**src/rtl/agl_pkg.sv**
```systemverilog
`timescale 1ns / 1ps

package agl_pkg;

	localparam int GAIN_FRAC_BITS_DEF = 6;
	localparam int SAMPLE_W           = 24;
	localparam int OUT_W              = 16;
	localparam int CLIP_W             = 15;
	localparam int GAIN_RESET         = 16;
	localparam logic [CLIP_W-1:0] CLIP_RESET = 15'd32737;

	typedef enum logic [2:0] {
		ST_IDLE,
		ST_MUL,
		ST_EVAL,
		ST_DIV,
		ST_DONE
	} state_t;

	typedef struct packed {
		logic load;
		logic mul;
		logic eval;
		logic div_step;
		logic gain_upd;
		logic out_load;
	} cmd_t;

	typedef struct packed {
		logic clip;
		logic div_done;
	} status_t;

endpackage

```
**src/rtl/agl_ctrl.sv**
```systemverilog
`timescale 1ns / 1ps

module agl_ctrl (
	input  logic              clk,
	input  logic              arst_n,
	input  logic              in_valid,
	output logic              in_stall,
	output logic              out_valid,
	input  logic              out_stall,
	input  agl_pkg::status_t  status,
	output agl_pkg::cmd_t     cmd
);

	agl_pkg::state_t state_q, state_nxt;
	logic            out_valid_q;

	always_ff @(posedge clk or negedge arst_n) begin
		if (!arst_n) begin
			state_q     <= agl_pkg::ST_IDLE;
			out_valid_q <= 1'b0;
		end else begin
			state_q     <= state_nxt;
			out_valid_q <= cmd.out_load | (out_valid_q & out_stall);
		end
	end

	always_comb begin
		state_nxt = state_q;
		cmd       = '0;
		unique case (state_q)
			agl_pkg::ST_IDLE: begin
				if (in_valid) begin
					cmd.load  = 1'b1;
					state_nxt = agl_pkg::ST_MUL;
				end
			end
			agl_pkg::ST_MUL: begin
				cmd.mul   = 1'b1;
				state_nxt = agl_pkg::ST_EVAL;
			end
			agl_pkg::ST_EVAL: begin
				cmd.eval  = 1'b1;
				state_nxt = status.clip ? agl_pkg::ST_DIV : agl_pkg::ST_DONE;
			end
			agl_pkg::ST_DIV: begin
				if (status.div_done) begin
					cmd.gain_upd = 1'b1;
					state_nxt    = agl_pkg::ST_DONE;
				end else begin
					cmd.div_step = 1'b1;
				end
			end
			agl_pkg::ST_DONE: begin
				if (!out_valid_q || !out_stall) begin
					cmd.out_load = 1'b1;
					state_nxt    = agl_pkg::ST_IDLE;
				end
			end
			default: state_nxt = agl_pkg::ST_IDLE;
		endcase
	end

	assign in_stall  = (state_q != agl_pkg::ST_IDLE);
	assign out_valid = out_valid_q;

endmodule

```
**src/rtl/agl_datapath.sv**
```systemverilog
`timescale 1ns / 1ps

module agl_datapath #(
	parameter int GAIN_FRAC_BITS = agl_pkg::GAIN_FRAC_BITS_DEF
) (
	input  logic                                    clk,
	input  logic                                    arst_n,
	input  logic                                    cfg_wr_en,
	input  logic        [agl_pkg::CLIP_W-1:0]       cfg_wr_data,
	input  logic signed [agl_pkg::SAMPLE_W-1:0]     mix_sample,
	input  logic                                    block_start,
	output logic signed [agl_pkg::OUT_W-1:0]        out_sample,
	output logic                                    clipped,
	input  agl_pkg::cmd_t                           cmd,
	output agl_pkg::status_t                        status
);

	localparam int F  = GAIN_FRAC_BITS;
	localparam int XW = agl_pkg::SAMPLE_W;
	localparam int OW = agl_pkg::OUT_W;
	localparam int LW = agl_pkg::CLIP_W;
	localparam int GW = F + 1;
	localparam int PW = XW + GW + 1;
	localparam int SW = PW - F;
	localparam int NW = LW + F;
	localparam int CW = $clog2(NW + 1);
	localparam logic [GW-1:0] UNITY = GW'(1) << F;

	logic signed [XW-1:0] sample_q;
	logic        [GW-1:0] gain_q;
	logic        [LW-1:0] clip_q;
	logic signed [PW-1:0] prod_s1;
	logic        [OW-1:0] res_q;
	logic                 clip_flag_q;
	logic        [XW-1:0] rem_q;
	logic        [XW-1:0] mag_q;
	logic        [NW-1:0] quot_q;
	logic        [CW-1:0] cnt_q;
	logic signed [OW-1:0] out_sample_q;
	logic                 clipped_q;

	logic signed [SW-1:0] scaled;
	logic signed [SW-1:0] clip_ext;
	logic                 over;
	logic        [OW-1:0] res_nxt;
	logic        [XW-1:0] mag;
	logic        [XW:0]   shifted;
	logic        [XW:0]   diff;
	logic                 ge;
	logic                 gain_bump;

	assign gain_bump = block_start && (gain_q < UNITY);
	assign scaled    = SW'(prod_s1 >>> F);
	assign clip_ext  = signed'(SW'(clip_q));
	assign over      = (scaled > clip_ext) || (scaled < -clip_ext);

	always_comb begin
		if (!over) begin
			res_nxt = scaled[OW-1:0];
		end else if (scaled[SW-1]) begin
			res_nxt = -{1'b0, clip_q};
		end else begin
			res_nxt = {1'b0, clip_q};
		end
	end

	assign mag     = sample_q[XW-1] ? (~sample_q + XW'(1)) : sample_q;
	assign shifted = {rem_q, quot_q[NW-1]};
	assign ge      = (shifted >= {1'b0, mag_q});
	assign diff    = shifted - {1'b0, mag_q};

	always_ff @(posedge clk or negedge arst_n) begin
		if (!arst_n) begin
			gain_q <= GW'(agl_pkg::GAIN_RESET);
			clip_q <= agl_pkg::CLIP_RESET;
		end else begin
			if (cfg_wr_en) begin
				clip_q <= cfg_wr_data;
			end
			if (cmd.load) begin
				gain_q <= gain_q + GW'(gain_bump);
			end else if (cmd.gain_upd) begin
				gain_q <= quot_q[GW-1:0];
			end
		end
	end

	always_ff @(posedge clk) begin
		if (cmd.load) begin
			sample_q <= mix_sample;
		end
		if (cmd.mul) begin
			prod_s1 <= sample_q * signed'({1'b0, gain_q});
		end
		if (cmd.eval) begin
			res_q       <= res_nxt;
			clip_flag_q <= over;
			rem_q       <= '0;
			mag_q       <= mag;
			quot_q      <= {clip_q, F'(0)};
			cnt_q       <= CW'(NW);
		end else if (cmd.div_step) begin
			rem_q  <= ge ? diff[XW-1:0] : shifted[XW-1:0];
			quot_q <= {quot_q[NW-2:0], ge};
			cnt_q  <= cnt_q - CW'(1);
		end
		if (cmd.out_load) begin
			out_sample_q <= signed'(res_q);
			clipped_q    <= clip_flag_q;
		end
	end

	assign status.clip     = over;
	assign status.div_done = (cnt_q == '0);
	assign out_sample      = out_sample_q;
	assign clipped         = clipped_q;

endmodule

```
**src/rtl/adaptive_gain_limiter_unit.sv**
```systemverilog
`timescale 1ns / 1ps
// Adaptive gain limiter.
// Input channel: mix_sample (24-bit signed) with block_start, transfer on
// in_valid high and in_stall low. Output channel: out_sample (16-bit signed)
// and clipped, transfer on out_valid high and out_stall low. One result per
// input transfer, in order.
// clip_level is written through cfg_wr_en / cfg_wr_data; the user must do
// so only while the block is idle, which the block itself does not enforce.
// It takes effect from the next input transfer. An input transfer loads
// the sample, then the block multiplies it by the gain, evaluates the clip
// and loads the output register; a sample that clips first passes through the
// one-bit-per-cycle restoring divider that recomputes the gain. One item
// is in flight at a time; the next input transfer is taken once the
// previous result has moved into the output register.
// A result held under out_stall stays stable; the next item may be taken
// meanwhile but is held in the datapath until the output register frees.
// Reset (arst_n low, asynchronous): gain returns to 16, clip_level to
// 32737, the output register empties and the controller returns to idle.
module adaptive_gain_limiter_unit #(
	parameter int GAIN_FRAC_BITS = agl_pkg::GAIN_FRAC_BITS_DEF
) (
	input  logic                                clk,
	input  logic                                arst_n,
	input  logic                                cfg_wr_en,
	input  logic        [agl_pkg::CLIP_W-1:0]   cfg_wr_data,
	input  logic                                in_valid,
	output logic                                in_stall,
	input  logic signed [agl_pkg::SAMPLE_W-1:0] mix_sample,
	input  logic                                block_start,
	output logic                                out_valid,
	input  logic                                out_stall,
	output logic signed [agl_pkg::OUT_W-1:0]    out_sample,
	output logic                                clipped
);

	agl_pkg::cmd_t    cmd;
	agl_pkg::status_t status;

	agl_ctrl u_ctrl (
		.clk       (clk),
		.arst_n    (arst_n),
		.in_valid  (in_valid),
		.in_stall  (in_stall),
		.out_valid (out_valid),
		.out_stall (out_stall),
		.status    (status),
		.cmd       (cmd)
	);

	agl_datapath #(
		.GAIN_FRAC_BITS (GAIN_FRAC_BITS)
	) u_dp (
		.clk         (clk),
		.arst_n      (arst_n),
		.cfg_wr_en   (cfg_wr_en),
		.cfg_wr_data (cfg_wr_data),
		.mix_sample  (mix_sample),
		.block_start (block_start),
		.out_sample  (out_sample),
		.clipped     (clipped),
		.cmd         (cmd),
		.status      (status)
	);

endmodule

```
**config.mk**
```make
export PLATFORM = sky130hd
export DESIGN_NAME = adaptive_gain_limiter_unit
export DESIGN_NICKNAME = d
export VERILOG_FILES = /design/src/rtl/agl_pkg.sv /design/src/rtl/agl_ctrl.sv /design/src/rtl/agl_datapath.sv /design/src/rtl/adaptive_gain_limiter_unit.sv
export SDC_FILE = /design/constraint.sdc
export NUM_CORES = 1
export LEC_CHECK = 0
export BUFFER_PORTS_ARGS = -buffer_cell sky130_fd_sc_hd__buf_4
export CORE_MARGIN = 1.5
export CORE_UTILIZATION = 67
export CTS_BUF_LIST = sky130_fd_sc_hd__clkbuf_4
export DETAILED_ROUTE_END_ITERATION = 10
export GPL_TIMING_DRIVEN = 0
export PLACE_DENSITY = 0.84
export SLEW_MARGIN = 0
export SYNTH_ARGS = -nofsm -noshare
export SYNTH_HDL_FRONTEND = slang
export SYNTH_SLANG_ARGS = --single-unit
```
**constraint.sdc**
```tcl
create_clock -name clk -period 14.7 [get_ports clk]
set_clock_uncertainty 0.15 [all_clocks]
set_input_delay 2.205 -clock clk [delete_from_list [all_inputs] [get_ports clk]]
set_output_delay 2.205 -clock clk [all_outputs]
set_load 0.02 [all_outputs]
```
==> results.sh <==
export IMPL_status="complete, no violations"
export IMPL_port_buffers=62
export IMPL_first_pass_iters=8
export IMPL_clock_root_buffer="clkbuf_4"
export IMPL_cts_resized=0
export IMPL_cp_start_kind="register"
export IMPL_drive_above_1_share_pct=8.688
export IMPL_dieArea_mm2=0.02414
export IMPL_seq_area_frac_synth_pct=32.53
export IMPL_timing_final_hold_violations=0
export IMPL_critPathMaxFanout=10
export IMPL_netlist_area_leader_share_pct=23.75
export IMPL_syn_area_mm2=0.01555
export IMPL_cp_arrival_ns=6.85
export IMPL_ys_ff_latch=184
export IMPL_routed_wirelength_um=36830
export IMPL_place_hpwl_um=28260
export IMPL_clock_fmax_mhz=151.3
export IMPL_clock_latency_ns=0.62
export IMPL_synth_common_cells="inv_1 (232), nand2_1 (140), ha_1 (131), and2_1 (128), fa_1 (126)"
export IMPL_async_flop_share_pct=14.13
export IMPL_num_io_pins=64
export IMPL_synth_edff_count=123
export IMPL_clk_pin_slew_worst_paths_ns=0.19
export IMPL_clockBufferDepth=2
export IMPL_cts_tree="done"
export IMPL_synth_largest_area_cell="edfxtp_1"
export IMPL_std_cell_rows=55
export IMPL_htree_levels=4
export IMPL_synth_area_leaders="edfxtp_1 (24%), fa_1 (16%), ha_1 (11%)"
export IMPL_synth_area_per_cell_um2=9.745
export IMPL_cts_buffers=17
export IMPL_initial_core_util_pct=68.49
export IMPL_period_needed_ns=6.608
export IMPL_drt_initial_drc_count=1025
export IMPL_grt_max_degree=45
export IMPL_die_y_um=155.4
export IMPL_ctsHoldBuffers=0
export IMPL_ant_nets=0
export IMPL_vias=11910
export IMPL_required_ns=14.94
export IMPL_yosysMostFrequentCell="inv_1"
export IMPL_drcViolationCount=0
export IMPL_end_kind="register"
export IMPL_yosysUniqueCellTypes=67
export IMPL_hp_class="reg -> reg"
export IMPL_cts_sinks=184
export IMPL_core_area_mm2=0.02271
export IMPL_final_nets=1981
export IMPL_gp_congestion=0.9508
export IMPL_antenna_found_initial=1
export IMPL_die_x_um=155.4
export IMPL_synth_yosys_warnings=0
export IMPL_synth_nets=1898
export IMPL_routed_via_density=6.021
export IMPL_rsz0062_at_grt="no"
export IMPL_synthFlopType="edfxtp_1"
export IMPL_slew_headroom_pct=26.22
export IMPL_crit_type="reg -> reg"
export IMPL_postCtsSetupBuffers=0
export IMPL_gr_total_overflow=0
export IMPL_slew_violations=0
export IMPL_maxCapViolations=0
export IMPL_wl_per_cell_um=18.62
export IMPL_tightest_slew_ns=1.100
export IMPL_grt_pass1_wl_um=59710
export IMPL_syn_to_final_growth_pct=7.578
export IMPL_first_global_vias=12092
export IMPL_finalCritPeriodShare_pct=44.96
export IMPL_finalSetupTns_ns=0
export IMPL_syn_inst=1596
export IMPL_setup_viol=0
export IMPL_grtUsageTotal_pct=31.94
## placed cells by master, fill, tap and decap left out, types with 5 or more instances in the layout
cell / synthesis / final
o21a_1: 10 / 10
xnor2_1: 76 / 76
ha_1: 131 / 131
dfrtp_1: 14 / 14
and2_1: 128 / 128
nor2b_1: 16 / 16
nand4_1: 13 / 13
clkbuf_1: 62 / 62
or2_2: 5 / 5
buf_4: 0 / 62
and3_1: 9 / 9
nor2_1: 62 / 62
nand3_1: 26 / 26
o21ai_0: 90 / 90
o211ai_1: 7 / 7
a21o_1: 24 / 24
clkbuf_4: 0 / 17
nand2_1: 140 / 140
inv_1: 232 / 231
dfxtp_1: 35 / 35
fa_1: 126 / 126
xor2_1: 12 / 12
a21oi_1: 59 / 58
mux2i_1: 20 / 20
nand2b_1: 14 / 14
o21bai_1: 6 / 6
a211oi_1: 8 / 8
clkinv_8: 0 / 7
dfstp_2: 12 / 12
nor3_1: 26 / 26
nor4_1: 9 / 9
or3_1: 6 / 6
mux2_2: 15 / 15
a31oi_1: 8 / 8
edfxtp_1: 123 / 123
o31ai_1: 6 / 6
## cells by family (layout without fill, tap and decap cells)
kind of cell / Yosys count / in the layout / synth area share, %
flops: 184 / 184 / 32.53
mux: 35 / 35 / 2.373
xor+xnor: 88 / 88 / 4.955
simple gates: 468 / 468 / 15.44
fa+ha+maj: 257 / 257 / 26.76
buf+inv: 303 / 399 / 7.385
compound gates: 261 / 261 / 10.56
other cells: 0 / 1 / 0
## sequential cells by signal (all words and copies together), names as in the netlist
register and flops:
u_dp.prod_s1 26, u_dp.quot_q 21, u_dp.res_q 16, u_dp.out_sample 16, u_dp.sample_q 24, u_dp.gain_q 7
u_dp.rem_q 24, u_ctrl.state_q 3, u_ctrl.out_valid 1, u_dp.mag_q 24, u_dp.clip_flag_q 1, u_dp.clipped 1
u_dp.clip_q 15, u_dp.cnt_q 5
## area by class of cell
type,count,area (um2)
Antenna cell,1,2.502
Buffer,70,274.0
Clock buffer,17,127.6
Clock inverter,15,195.2
Fill cell,1652,5977
Inverter,233,874.6
Multi-Input combinational cell,1109,9354
Sequential cell,184,5060
Tap cell,285,356.6
Timing Repair Buffer,64,488.0
## stage by stage
| step | hold slack [ns] | std cells | worst slack [ns] | instance area (um2) | utilization (%) |
|---|---|---|---|---|---|
| floorplan | 0.2503 | 1596 | 9.220 | 15550 | - |
| global placement | 0.2510 | 1943 | 8.329 | 16380 | 72.11 |
| detailed placement | 0.2545 | 1945 | 8.199 | 16410 | 72.25 |
| CTS | 0.2560 | 1977 | 8.206 | 16730 | 73.67 |
| global route | 0.2693 | 1978 | 7.857 | 16730 | 73.68 |
| finish | 0.2639 | 1978 | 8.092 | 16730 | 73.68 |
## layer usage
layer,global-route usage [%],vias up,share of wire [%]
met4,10.07,0,2.6
met5,0,-,0
met1,41.73,5774,40
li1,-,5494,-
met2,53.83,549,48
met3,6.518,93,8.8
## worst max-delay path: stages, from the launching register on
cell,delay [ns]
dfstp_2,0.55
clkbuf_1,0.55
clkbuf_1,0.46
nand2_1,0.15
fa_1,0.56
inv_1,0.05
fa_1,0.47
fa_1,0.55
inv_1,0.06
fa_1,0.55
inv_1,0.05
ha_1,0.38
a211oi_1,0.27
o211ai_1,0.14
a31oi_1,0.26
o211ai_1,0.32
a21oi_1,0.34
nor3_1,0.11
a311oi_1,0.32
xnor2_1,0.12
## final timing paths
path / startpoint / to / slack, ns / depth (start not counted)
max: u_dp.gain_q[4] / u_dp.prod_s1[31] / 8.09 / 19
min: u_dp.res_q[10] / u_dp.out_sample[10] / 0.26 / 0
max reg2reg: u_dp.gain_q[4] / u_dp.prod_s1[31] / 8.09 / 19
min reg2reg: u_dp.res_q[10] / u_dp.out_sample[10] / 0.26 / 0
max in group asynchronous: arst_n / u_dp.clip_q[9] / 12.72 / 1
min in group asynchronous: arst_n / u_dp.clip_q[1] / 1.32 / 1
Power is not shown: default switching activity piles up to over one toggle a cycle in this logic, so the estimate is an artifact.
